$ cat src/sv/slt_pkg.sv
package slt_pkg;

    // Text limits: the position counter stops at the smaller of the text size minus one
    // and the 16-bit range
    localparam int unsigned MAX_TEXT = 65536;
    localparam logic [15:0] POS_CAP  = 16'((MAX_TEXT - 1 > 65535) ? 65535 : MAX_TEXT - 1);
    localparam logic [15:0] LEN_CAP  = 16'hFFFF;

    // Default number of identifier bytes kept for keyword matching
    localparam int unsigned KW_CHARS_DEFAULT = 5;
    localparam int unsigned KW_WORD_W        = 40;
    localparam int unsigned KW_COUNT         = 7;
    localparam int unsigned OP_COUNT         = 9;

    // Token kinds
    localparam logic [4:0] KIND_NUMBER   = 5'd0;
    localparam logic [4:0] KIND_IDENT    = 5'd1;
    localparam logic [4:0] KIND_STRING   = 5'd2;
    localparam logic [4:0] KIND_KEYWORD0 = 5'd3;
    localparam logic [4:0] KIND_OP0      = 5'd10;
    localparam logic [4:0] KIND_NEWLINE  = 5'd19;
    localparam logic [4:0] KIND_UNKNOWN  = 5'd20;
    localparam logic [4:0] KIND_END      = 5'd21;

    // Characters with a role of their own
    localparam logic [7:0] CH_NUL    = 8'h00;
    localparam logic [7:0] CH_TAB    = 8'h09;
    localparam logic [7:0] CH_NL     = 8'h0A;
    localparam logic [7:0] CH_CR     = 8'h0D;
    localparam logic [7:0] CH_SPACE  = 8'h20;
    localparam logic [7:0] CH_QUOTE  = 8'h22;
    localparam logic [7:0] CH_DOT    = 8'h2E;
    localparam logic [7:0] CH_USCORE = 8'h5F;

    // Keywords packed first byte lowest: print let trace times read rand sleep
    localparam logic [KW_WORD_W-1:0] KW_TEXT [KW_COUNT] = '{
        40'h746E697270,
        40'h000074656C,
        40'h6563617274,
        40'h73656D6974,
        40'h0064616572,
        40'h00646E6172,
        40'h7065656C73
    };
    localparam logic [15:0] KW_LEN [KW_COUNT] = '{
        16'd5, 16'd3, 16'd5, 16'd5, 16'd4, 16'd4, 16'd5
    };

    // Operators in kind order: + - * / % ( ) = ;
    localparam logic [7:0] OP_CHARS [OP_COUNT] = '{
        8'h2B, 8'h2D, 8'h2A, 8'h2F, 8'h25, 8'h28, 8'h29, 8'h3D, 8'h3B
    };

    typedef struct packed {
        logic [4:0]  kind;
        logic [15:0] start;
        logic [15:0] len;
        logic [7:0]  ubyte;
        logic        last;
    } token_t;

    // Results of one scanned byte, handed to the result queue
    typedef struct packed {
        logic [1:0] count;
        token_t     first;
        token_t     second;
    } scan_res_t;

endpackage

$ cat src/sv/slt_if.sv
interface slt_in_if;
    logic       valid;
    logic       ready;
    logic [7:0] text_byte;
    logic       end_of_text;

    modport source (output valid, output text_byte, output end_of_text, input ready);
    modport sink   (input valid, input text_byte, input end_of_text, output ready);
endinterface

interface slt_out_if;
    logic        valid;
    logic        ready;
    logic [4:0]  token_kind;
    logic [15:0] start_pos;
    logic [15:0] value_len;
    logic [7:0]  unknown_byte;
    logic        last;

    modport source (output valid, output token_kind, output start_pos, output value_len,
                    output unknown_byte, output last, input ready);
    modport sink   (input valid, input token_kind, input start_pos, input value_len,
                    input unknown_byte, input last, output ready);
endinterface

$ cat src/sv/script_lexer_token_stream.sv
// An accepted byte is held in the input register; its scan result is then registered in
// the result queue. Throughput: one byte per cycle while each byte gives at most one
// token and the token port is ready; a byte that gives two tokens (a flush plus its own
// token, or a flush plus the end token) holds the next byte until the second is taken.
// Reset: rst_n asynchronous active low; empties both stages and starts a new text at 0.
module script_lexer_token_stream
    import slt_pkg::*;
#(
    parameter int unsigned KEYWORD_CHARS = KW_CHARS_DEFAULT
)
(
    input  logic      clk,
    input  logic      rst_n,
    slt_in_if.sink    text,
    slt_out_if.source tokens
);

    logic       in_valid_reg, in_valid_next;
    logic [7:0] byte_reg;
    logic       eot_reg;
    logic       accept;
    logic       advance;
    logic       space;
    scan_res_t  res;

    // Take a byte when the input register is empty or drains this cycle
    assign advance    = in_valid_reg && space;
    assign text.ready = !in_valid_reg || advance;
    assign accept     = text.valid && text.ready;

    always_comb
    begin
        if (accept)
        begin
            in_valid_next = 1'b1;
        end
        else if (advance)
        begin
            in_valid_next = 1'b0;
        end
        else
        begin
            in_valid_next = in_valid_reg;
        end
    end

    always_ff @(posedge clk or negedge rst_n)
    begin
        if (!rst_n)
        begin
            in_valid_reg <= 1'b0;
        end
        else
        begin
            in_valid_reg <= in_valid_next;
        end
    end

    // Capture the transaction payload
    always_ff @(posedge clk)
    begin
        if (accept)
        begin
            byte_reg <= text.text_byte;
            eot_reg  <= text.end_of_text;
        end
    end

    slt_scan #(
        .KEYWORD_CHARS (KEYWORD_CHARS)
    ) u_scan (
        .clk         (clk),
        .rst_n       (rst_n),
        .fire        (advance),
        .text_byte   (byte_reg),
        .end_of_text (eot_reg),
        .res         (res)
    );

    slt_outq u_outq (
        .clk    (clk),
        .rst_n  (rst_n),
        .push   (advance),
        .res    (res),
        .space  (space),
        .tokens (tokens)
    );

endmodule

$ cat src/sv/slt_scan.sv
module slt_scan
    import slt_pkg::*;
#(
    parameter int unsigned KEYWORD_CHARS = KW_CHARS_DEFAULT
)
(
    input  logic       clk,
    input  logic       rst_n,
    input  logic       fire,
    input  logic [7:0] text_byte,
    input  logic       end_of_text,
    output scan_res_t  res
);

    localparam int unsigned PFX_W = 8 * KEYWORD_CHARS;

    typedef enum logic [1:0] {
        MODE_IDLE,
        MODE_NUMBER,
        MODE_IDENT,
        MODE_STRING
    } mode_t;

    mode_t            mode_reg, mode_next;
    logic [15:0]      pos_reg, pos_next;
    logic [15:0]      start_reg, start_next;
    logic [15:0]      len_reg, len_next;
    logic [PFX_W-1:0] prefix_reg, prefix_next;
    logic             dot_reg, dot_next;

    logic        ended;
    logic        is_digit, is_letter;
    logic [4:0]  ident_kind;
    token_t      pend_tok, fresh_tok, end_tok;
    logic        flush_emit, fresh, fresh_emit;
    logic [15:0] len_grown;

    // Classify the byte
    always_comb
    begin
        ended     = end_of_text || (text_byte == CH_NUL);
        is_digit  = text_byte inside {[8'h30:8'h39]};
        is_letter = text_byte inside {[8'h41:8'h5A], [8'h61:8'h7A]};
        len_grown = (len_reg < LEN_CAP) ? len_reg + 16'd1 : len_reg;
    end

    // Match the pending identifier against the keyword table
    always_comb
    begin
        ident_kind = KIND_IDENT;
        for (int i = 0; i < KW_COUNT; i++)
        begin
            if (len_reg == KW_LEN[i] && prefix_reg == PFX_W'(KW_TEXT[i]))
            begin
                ident_kind = KIND_KEYWORD0 + 5'(i);
            end
        end
    end

    // Build the pending token and the end token
    always_comb
    begin
        pend_tok.start = start_reg;
        pend_tok.len   = len_reg;
        pend_tok.ubyte = 8'h00;
        pend_tok.last  = 1'b0;
        case (mode_reg)
            MODE_NUMBER: pend_tok.kind = KIND_NUMBER;
            MODE_IDENT:  pend_tok.kind = ident_kind;
            MODE_STRING: pend_tok.kind = KIND_STRING;
            default:     pend_tok.kind = KIND_NUMBER;
        endcase

        end_tok.kind  = KIND_END;
        end_tok.start = pos_reg;
        end_tok.len   = 16'd0;
        end_tok.ubyte = 8'h00;
        end_tok.last  = 1'b1;
    end

    // Advance the scan: continue the pending token or lex the byte afresh
    always_comb
    begin
        mode_next   = mode_reg;
        start_next  = start_reg;
        len_next    = len_reg;
        prefix_next = prefix_reg;
        dot_next    = dot_reg;
        flush_emit  = 1'b0;
        fresh       = 1'b0;
        fresh_emit  = 1'b0;

        fresh_tok.kind  = KIND_UNKNOWN;
        fresh_tok.start = pos_reg;
        fresh_tok.len   = 16'd1;
        fresh_tok.ubyte = text_byte;
        fresh_tok.last  = 1'b0;

        case (mode_reg)
            MODE_NUMBER:
            begin
                if (is_digit)
                begin
                    len_next = len_grown;
                end
                else if (text_byte == CH_DOT && !dot_reg)
                begin
                    dot_next = 1'b1;
                    len_next = len_grown;
                end
                else
                begin
                    flush_emit = 1'b1;
                    mode_next  = MODE_IDLE;
                    fresh      = 1'b1;
                end
            end
            MODE_IDENT:
            begin
                if (is_letter || is_digit || text_byte == CH_USCORE)
                begin
                    for (int b = 0; b < KEYWORD_CHARS; b++)
                    begin
                        if (len_reg == 16'(b))
                        begin
                            prefix_next[8*b +: 8] = text_byte;
                        end
                    end
                    len_next = len_grown;
                end
                else
                begin
                    flush_emit = 1'b1;
                    mode_next  = MODE_IDLE;
                    fresh      = 1'b1;
                end
            end
            MODE_STRING:
            begin
                if (text_byte == CH_QUOTE)
                begin
                    flush_emit = 1'b1;
                    mode_next  = MODE_IDLE;
                end
                else
                begin
                    len_next = len_grown;
                end
            end
            default:
            begin
                fresh = 1'b1;
            end
        endcase

        // Start a token, emit a one-byte token, or skip a blank
        if (fresh)
        begin
            if (text_byte == CH_SPACE || text_byte == CH_TAB || text_byte == CH_CR)
            begin
                fresh_emit = 1'b0;
            end
            else if (text_byte == CH_NL)
            begin
                fresh_emit      = 1'b1;
                fresh_tok.kind  = KIND_NEWLINE;
                fresh_tok.ubyte = 8'h00;
            end
            else if (is_digit)
            begin
                mode_next  = MODE_NUMBER;
                start_next = pos_reg;
                len_next   = 16'd1;
                dot_next   = 1'b0;
            end
            else if (is_letter)
            begin
                mode_next   = MODE_IDENT;
                start_next  = pos_reg;
                len_next    = 16'd1;
                prefix_next = PFX_W'(text_byte);
            end
            else if (text_byte == CH_QUOTE)
            begin
                mode_next  = MODE_STRING;
                start_next = pos_reg;
                len_next   = 16'd0;
            end
            else
            begin
                fresh_emit = 1'b1;
                for (int i = 0; i < OP_COUNT; i++)
                begin
                    if (text_byte == OP_CHARS[i])
                    begin
                        fresh_tok.kind  = KIND_OP0 + 5'(i);
                        fresh_tok.ubyte = 8'h00;
                    end
                end
            end
        end

        pos_next = (pos_reg < POS_CAP) ? pos_reg + 16'd1 : pos_reg;

        // End of text: flush, emit the end token, return to the reset state
        if (ended)
        begin
            mode_next   = MODE_IDLE;
            pos_next    = 16'd0;
            start_next  = 16'd0;
            len_next    = 16'd0;
            prefix_next = '0;
            dot_next    = 1'b0;
        end
    end

    // Order the results: the pending token always goes first
    always_comb
    begin
        if (ended)
        begin
            res.count  = (mode_reg != MODE_IDLE) ? 2'd2 : 2'd1;
            res.first  = (mode_reg != MODE_IDLE) ? pend_tok : end_tok;
            res.second = end_tok;
        end
        else if (flush_emit)
        begin
            res.count  = (fresh && fresh_emit) ? 2'd2 : 2'd1;
            res.first  = pend_tok;
            res.second = fresh_tok;
        end
        else
        begin
            res.count  = (fresh && fresh_emit) ? 2'd1 : 2'd0;
            res.first  = fresh_tok;
            res.second = fresh_tok;
        end
    end

    // Hold the scan state between transactions
    always_ff @(posedge clk or negedge rst_n)
    begin
        if (!rst_n)
        begin
            mode_reg   <= MODE_IDLE;
            pos_reg    <= 16'd0;
            start_reg  <= 16'd0;
            len_reg    <= 16'd0;
            prefix_reg <= '0;
            dot_reg    <= 1'b0;
        end
        else if (fire)
        begin
            mode_reg   <= mode_next;
            pos_reg    <= pos_next;
            start_reg  <= start_next;
            len_reg    <= len_next;
            prefix_reg <= prefix_next;
            dot_reg    <= dot_next;
        end
    end

    a_end_resets: assert property (@(posedge clk) disable iff (!rst_n)
        fire && ended |=> pos_reg == 16'd0 && mode_reg == MODE_IDLE)
        else $error("scan state not cleared after end of text");

    a_pos_advances: assert property (@(posedge clk) disable iff (!rst_n)
        fire && !ended && pos_reg < POS_CAP |=> pos_reg == $past(pos_reg) + 16'd1)
        else $error("byte position did not advance");

    a_pair_order: assert property (@(posedge clk) disable iff (!rst_n)
        fire && res.count == 2'd2 |-> !res.first.last && res.first.kind != KIND_END)
        else $error("end token placed ahead of a flushed token");

endmodule

$ cat src/sv/slt_outq.sv
module slt_outq
    import slt_pkg::*;
(
    input  logic             clk,
    input  logic             rst_n,
    input  logic             push,
    input  scan_res_t        res,
    output logic             space,
    slt_out_if.source        tokens
);

    token_t     slot0_reg, slot0_next;
    token_t     slot1_reg, slot1_next;
    logic [1:0] count_reg, count_next;
    logic       pop;

    // Present the head slot
    assign tokens.valid        = (count_reg != 2'd0);
    assign tokens.token_kind   = slot0_reg.kind;
    assign tokens.start_pos    = slot0_reg.start;
    assign tokens.value_len    = slot0_reg.len;
    assign tokens.unknown_byte = slot0_reg.ubyte;
    assign tokens.last         = slot0_reg.last;

    assign pop   = tokens.valid && tokens.ready;
    assign space = (count_reg == 2'd0) || (count_reg == 2'd1 && pop);

    // Load a new pair when drained, else shift on each transaction
    always_comb
    begin
        slot0_next = slot0_reg;
        slot1_next = slot1_reg;
        count_next = count_reg;
        if (push)
        begin
            slot0_next = res.first;
            slot1_next = res.second;
            count_next = res.count;
        end
        else if (pop)
        begin
            slot0_next = slot1_reg;
            count_next = count_reg - 2'd1;
        end
    end

    always_ff @(posedge clk or negedge rst_n)
    begin
        if (!rst_n)
        begin
            count_reg <= 2'd0;
        end
        else
        begin
            count_reg <= count_next;
        end
    end

    always_ff @(posedge clk)
    begin
        slot0_reg <= slot0_next;
        slot1_reg <= slot1_next;
    end

    a_count_range: assert property (@(posedge clk) disable iff (!rst_n)
        count_reg != 2'd3)
        else $error("result queue count out of range");

    a_push_drained: assert property (@(posedge clk) disable iff (!rst_n)
        push |-> count_reg == 2'd0 || (count_reg == 2'd1 && pop))
        else $error("results loaded over undelivered tokens");

    a_pop_count: assert property (@(posedge clk) disable iff (!rst_n)
        pop && !push |=> count_reg == $past(count_reg) - 2'd1)
        else $error("result queue lost track of a delivered token");

endmodule

$ cat src/flat_wrapper.sv
// flat-port wrapper written by rule: the top's interface ports become plain ports
module script_lexer_token_stream_flat import slt_pkg::*;
#(
    parameter int unsigned KEYWORD_CHARS = KW_CHARS_DEFAULT
)
  (clk, rst_n, text_valid, text_text_byte, text_end_of_text, text_ready, tokens_valid, tokens_token_kind, tokens_start_pos, tokens_value_len, tokens_unknown_byte, tokens_last, tokens_ready);
  slt_in_if text_i ();
  slt_out_if tokens_i ();
  input  logic clk;
  input  logic rst_n;
  input wire logic [$bits(text_i.valid)-1:0] text_valid;
  input wire logic [$bits(text_i.text_byte)-1:0] text_text_byte;
  input wire logic [$bits(text_i.end_of_text)-1:0] text_end_of_text;
  output wire logic [$bits(text_i.ready)-1:0] text_ready;
  output wire logic [$bits(tokens_i.valid)-1:0] tokens_valid;
  output wire logic [$bits(tokens_i.token_kind)-1:0] tokens_token_kind;
  output wire logic [$bits(tokens_i.start_pos)-1:0] tokens_start_pos;
  output wire logic [$bits(tokens_i.value_len)-1:0] tokens_value_len;
  output wire logic [$bits(tokens_i.unknown_byte)-1:0] tokens_unknown_byte;
  output wire logic [$bits(tokens_i.last)-1:0] tokens_last;
  input wire logic [$bits(tokens_i.ready)-1:0] tokens_ready;
  assign text_i.valid = text_valid;
  assign text_i.text_byte = text_text_byte;
  assign text_i.end_of_text = text_end_of_text;
  assign text_ready = text_i.ready;
  assign tokens_valid = tokens_i.valid;
  assign tokens_token_kind = tokens_i.token_kind;
  assign tokens_start_pos = tokens_i.start_pos;
  assign tokens_value_len = tokens_i.value_len;
  assign tokens_unknown_byte = tokens_i.unknown_byte;
  assign tokens_last = tokens_i.last;
  assign tokens_i.ready = tokens_ready;
  script_lexer_token_stream #(.KEYWORD_CHARS(KEYWORD_CHARS)) u_core (.clk(clk), .rst_n(rst_n), .text(text_i), .tokens(tokens_i));
endmodule
$ cat config.mk
export PLATFORM = sky130hd
export DESIGN_NAME = script_lexer_token_stream_flat
export DESIGN_NICKNAME = d
export VERILOG_FILES = /design/src/sv/slt_pkg.sv /design/src/sv/slt_if.sv /design/src/sv/script_lexer_token_stream.sv /design/src/sv/slt_scan.sv /design/src/sv/slt_outq.sv /design/src/flat_wrapper.sv
export SDC_FILE = /design/constraint.sdc
export NUM_CORES = 1
export LEC_CHECK = 0
export ABC_AREA = 0
export BUFFER_PORTS_ARGS = -buffer_cell sky130_fd_sc_hd__buf_2
export CORE_MARGIN = 2
export CORE_UTILIZATION = 61
export DETAILED_ROUTE_END_ITERATION = 10
export GPL_TIMING_DRIVEN = 0
export PLACE_DENSITY = 0.86
export SETUP_SLACK_MARGIN = 0.5
export SLEW_MARGIN = 15
export SYNTH_ARGS = -nofsm -noshare
export SYNTH_HDL_FRONTEND = slang
export SYNTH_HIERARCHICAL = 1
export SYNTH_SLANG_ARGS = --single-unit
$ cat constraint.sdc
create_clock -name clk -period 4.6 [get_ports clk]
set_input_delay 0.69 -clock clk [delete_from_list [all_inputs] [get_ports clk]]
set_output_delay 0.69 -clock clk [all_outputs]
set_load 0.005 [all_outputs]
## Word-level counts from Yosys, hierarchy flattened

Index checks and enable logic that the tools add are counted.
W data, S select, Z words.

| cells by class | value |
|---|---|
| muxes and demuxes | 117 |
| reductions and logical operators | 38 |
| equal/unequal tests | 34 |
| magnitude comparators | 8 |
| add/subtract/negate cells | 3 |

Operator list:

| operator | number |
|---|---|
| $mux W16 | 21 |
| $mux W40 | 8 |
| $mux W94 | 2 |
| $eq A40 B39 Y1 const B | 4 |
| $mux W8 | 20 |
| $mux W46 | 3 |
| $mux W5 | 21 |
| $eq A8 B6 Y1 const B | 12 |
| $eq A40 B31 Y1 const B | 2 |
| $pmux W16 S3 | 1 |
| $eq A40 B23 Y1 const B | 1 |
| $add A16 B1 Y16 const B | 2 |
| $eq A16 B2 Y1 const B | 2 |
| $eq A16 B3 Y1 const B | 2 |
| $lt A16 B16 Y1 const B | 2 |
| $mux W2 | 16 |
| $eq A8 B4 Y1 const B | 3 |
| $mux W1 | 21 |
| $eq A16 B1 Y1 const B | 1 |
| $ge A8 B7 Y1 const B | 2 |
| $le A8 B7 Y1 const B | 2 |
| $logic_and A1 B1 Y1 | 16 |
| $logic_not A16 Y1 | 1 |
| $reduce_bool A2 Y1 | 7 |
| 17 further kinds | 28 |

| word-level totals | value |
|---|---|
| input port bits | 13 |
| logic and storage cells | 220 |
| bits in registers | 195 |

## Depth between registers and ports, before layout

| logic depth | value |
|---|---|
| depth after elaboration | 19 |
| depth in mapped cells | 12 |

## Hierarchy

Netlist, hierarchy kept.

Modules (own cells, without submodules):

| module | cells an instance | area each (um^2) | instances |
|---|---|---|---|
| slt_scan | 653 | 5,866.9 | 1 |
| slt_outq | 162 | 3,472.1 | 1 |
| script_lexer_token_stream | 14 | 330.3 | 1 |

## Worst setup path before layout

OpenSTA, ideal clock, no wires.

| timing path | value |
|---|---|
| kind | input -> register |
| start | in tokens_ready |
| end | reg u_core.u_outq.slot0_reg, in the netlist u_core/u_outq/tokens.last, enable pin |
| buffers on the path | 2 |
| required time | 4.217 ns |
| arrival time | 3.222 ns |
| setup slack | 0.994 ns |
| setup time | 0.383 ns |
| stages | 6 |
| path through | nand2_1 -> nand2_1 -> and2_1 -> clkbuf_2 -> buf_2 -> or2_2 |

| on the way | value |
|---|---|
| longest elaborated chain between the ends | 5 |

RTL lines:

| what | RTL line | source |
|---|---|---|
| start: declaration | flat_wrapper.sv:21 | `input wire logic [$bits(tokens_i.ready)-1:0] tokens_ready;` |
| $logic_and A1 B1 Y1 | slt_outq.sv:25 | `assign pop = tokens.valid && tokens.ready;` |
| $logic_and A1 B1 Y1 | slt_outq.sv:26 | `assign space = (count_reg == 2'd0) \|\| (count_reg == 2'd1 && pop);` |
| $logic_or A1 B1 Y1 | slt_outq.sv:26 |  |
| named net u_core.space | script_lexer_token_stream.sv:23 | `logic space;` |
| $logic_and A1 B1 Y1 | script_lexer_token_stream.sv:27 | `assign advance = in_valid_reg && space;` |
| named net u_core.advance | script_lexer_token_stream.sv:22 | `logic advance;` |
| $reduce_bool A2 Y1 (no source line) | - |  |
| end signal: assignment | slt_outq.sv:61 | `slot0_reg <= slot0_next;` |
| end: declaration | slt_outq.sv:12 | `token_t slot0_reg, slot0_next;` |

The timed path passes the listed nets, and every way through them passes these cells.
A chain may end at the register's enable or synchronous reset.

==> metrics.md <==
| Metric | Value |
|---|---|
| Outcome | complete, no violations |
| Worst-Margin Slew | 1.14 ns |
| First-pass GRT wire length | 36.2 mm |
| Asr flop ratio synth | 48.2% |
| Register clock-pin slew on the reported worst setup and hold paths | 0.07 ns |
| HP Class | input port to asynchronous set/reset pin |
| IO Pins | 61 |
| Adder-cell area share of the yosys netlist | 1.04% |
| PortBufs | 60 |
| CTS Buf Count | 17 |
| VDD IR max | 0.445 mV |
| Core area | 15,700 um2 |
| Crit. End Element | register |
| Post-synthesis cell area | 9670 um2 |
| RSZ-0062 raised after global routing | no |
| # setup viols final | 0 |
| Setup Crit Path Kind | register to register |
| Register area share after synthesis | 55.7% |
| Fin. Hold Viols | 0 |
| Yosys warnings | 6 |
| Die area | 16,900 um2 |
| Area leader, netlist | edfxtp_1 |
| Crit path largest cell delay | 0.52 ns |
| Vias in the first global route | 6,862 |
| Setup Fix Bufs, Post-CTS | 0 |
| Hold_buf cts | 0 |
| Post-synthesis compound-gate area fraction | 13.3% |
| Final cell count without fillers | 1,152 |
| Sw power | 0.00232 W |
| Part of the power in combinational logic | 34.4% |
| DRC viols | 0 |
| Vias per Instance | 6.28 |
| Slew HR | 23.8% |
| TritonCTS clock tree | built |
| Routability Congestion | 0.942 |
| Pre-antenna DRT Iters | 6 |
| Multiplexer share of the synthesized area | 7.97% |
| Post-synth top flop | edfxtp_1 |
| Layout fillers | 1,100 |
| Cts repair resizes | 0 |
| Number of flops mapped to enable cells by yosys | 101 |
| FF-to-FF setup slack | 1.04 ns |
| Top Family by Delay on Critical Path | compound AO/OA/AOI/OAI gates |
| Top cells by area, synth | edfxtp_1 31%, dfrtp_1 24%, mux2_2 7.5% |
| Peak Freq | 0.281 GHz |
| Most frequent CP cell | o21ai_0 |
| Per-cell routed wire length | 20.1 um |
| Antenna viol nets, final | 0 |
| Die height | 130 um |
| Fin area | 10,900 um2 |
| Maxcap violations | 0 |
| Largest net degree at the start of global routing | 53 |
| Cell Area, Placed | 10,300 um2 |
| Gate count of the mapped netlist | 829 |
| DP Wirelength | 15.9 mm |
| Slowest CP cell | nor2_1 |
| Fraction of power consumed by sequential logic | 42.7% |
| Iter 0 DRT Violations | 854 |
| Max reg flops | 46 |
| P_leak | 4.44 nW |
| Share of cells above drive strength 1 | 23.0% |
| Initial Utilization | 61.5% |
| # diodes | 0 |
| Max Fanout on Critical Path | 10 |
| Simple-Gate Fraction of Synth Area | 17.0% |
| Worst clock skew | 0.0130 ns |
| Gr ovfl total | 0 |
| Die width | 130 um |
| Routed vias | 7,240 |
| Cell Pwr Density | 589 nW/um2 |
| Crit path cell chain | buf_2, o21ai_0, a32oi_1, o21ai_0, o21ai_0, a22o_1, nor2_1, buf_2, mux2_2, mux2_2 |
| Period utilization | 77.3% |
| Buf/Inv on CP | 2 |
| Largest family of logic cells by synthesized area | simple AND/OR/NAND/NOR gates |
| Mean Syn Cell Area | 11.7 um2 |
| Placed insts | 1,120 |
| Net Sw Frac | 36.0% |
| Std cell rows | 46 |
| Routed wire length | 23.1 mm |
| Synth Area in XOR/XNOR | 0.725% |
| Power Total | 0.00642 W |
| Clock Power Share | 22.9% |
| Crit path arrival time | 3.74 ns |
| Nets | 944 |
| Synth top area share | 31.4% |
| Sink Count | 195 |
| Tmin final | 3.56 ns |
| Initial antenna violation count | 0 |
| Worst Setup Start Kind | register |
| Yosys reg bits | 195 |
| CP required | 4.79 ns |
| Worst skew pair latency | 0.44 ns |
| P_int | 0.00411 W |
| Slew Viols, Final | 0 |
| Syn-to-layout area delta | 12.9% |
| Tot GR Track Use | 28.2% |
| Unique masters post-synth | 80 |
| CTS Root Cell | clkbuf_16 |
| Clock Path Buffers | 2 |
| H-tree depth | 4 |
-- cell usage in the layout, fill, tap and decap left out, types with 5 or more instances in the layout --
cell	count
o21ai_0	29
clkbuf_1	28
and3_1	11
mux2i_1	5
dfrtp_1	94
nor4_1	10
buf_2	73
clkbuf_16	17
a21oi_1	29
nand2_1	39
nor3_1	27
nor4b_1	7
edfxtp_1	101
ha_1	8
nand3_1	30
mux2_2	64
a31oi_1	11
o211ai_1	6
buf_4	18
inv_8	6
a22o_1	53
and2_1	20
conb_1	15
or3_1	6
a31o_2	6
inv_1	21
nand4_1	11
nand2b_1	13
nor2b_1	19
nor2_1	49
-- final timing paths --
path,startpoint,end,depth (start not counted)
max,u_core/byte_reg[1],u_core/u_outq/tokens.start_pos[3],10
min,rst_n,u_core/u_scan/prefix_reg[14],1
max reg2reg,u_core/byte_reg[1],u_core/u_outq/tokens.start_pos[3],10
min reg2reg,u_core/u_scan/prefix_reg[39],u_core/u_scan/prefix_reg[39],1
max in group asynchronous,rst_n,u_core/u_scan/start_reg[14],2
min in group clk,text_text_byte[3],u_core/byte_reg[3],1
-- cells by family (layout without fill, tap and decap cells) --
kind of cell / count (synthesis) / count (layout)
multiplexers: 69 / 69
buffers and inverters: 86 / 179
XOR/XNOR: 8 / 8
AO/OA/AOI/OAI: 177 / 177
other: 1 / 15
flip-flops: 195 / 195
AND/OR/NAND/NOR: 285 / 285
adder cells (fa/ha/maj): 8 / 8
-- worst reg2reg max path: stages, from the launching register on --
cell      delay (ns)
edfxtp_1        0.48
buf_2           0.23
o21ai_0         0.28
a32oi_1         0.14
o21ai_0         0.21
o21ai_0         0.14
a22o_1          0.28
nor2_1          0.52
buf_2           0.37
mux2_2          0.38
mux2_2          0.28
-- power by group through the flow --
stage	registers, W	logic (W)	clock network, W
finish	0.00274	0.00221	0.00147
global route	0.00279	0.00240	0.00154
CTS	0.00274	0.00219	0.00149
detailed placement	0.00277	0.00217	0
global placement	0.00275	0.00211	0
floorplan	0.00275	0.00141	0
-- metrics by stage --
step	hold slack [ns]	utilization, %	worst slack [ns]	setup TNS [ns]
finish	0.268	69.5	1.04	0
detailed placement	0.479	65.7	1.00	0
floorplan	0.394	-	0.994	0
global placement	0.463	65.5	-0.261	-12.27
CTS	0.299	69.5	1.07	0
global route	0.317	69.5	0.806	0
-- area by class of cell --
cell class	count	area, um2	area share (%)
buffer	65	334	3.06
clock inverter	14	149	1.36
timing repair buffer	61	330	3.03
multi-input combinational	562	3930	36.0
clock buffer	18	439	4.02
tap	216	270	2.48
inverter	21	78.8	0.722
sequential	195	5390	49.3
-- per-layer routing --
| layer | GRT usage (%) | vias to the layer above | share of wire (%) | wire length (um) |
|---|---|---|---|---|
| li1 | - | 3295 | - | - |
| met1 | 39.8 | 3513 | 43 | 9860 |
| met2 | 44.2 | 378 | 47 | 11000 |
| met3 | 5.33 | 54 | 7.6 | 1770 |
| met4 | 10.4 | 0 | 2.3 | 522 |
| met5 | 0 | - | 0 | 0 |
-- synth_stat cells (7+ instances only) --
library cell	number
nor4b_1	7
nand2b_1	13
nor2_1	49
ha_1	8
mux2_2	64
inv_1	21
o21ai_0	29
nor3_1	27
nor2b_1	19
nor4_1	10
nand2_1	39
a31oi_1	11
buf_4	17
nand4_1	11
a21oi_1	29
a22o_1	53
nand3_1	30
and3_1	11
edfxtp_1	101
clkbuf_1	28
and2_1	21
dfrtp_1	94
buf_2	14
(Power assumes the default switching activity.)
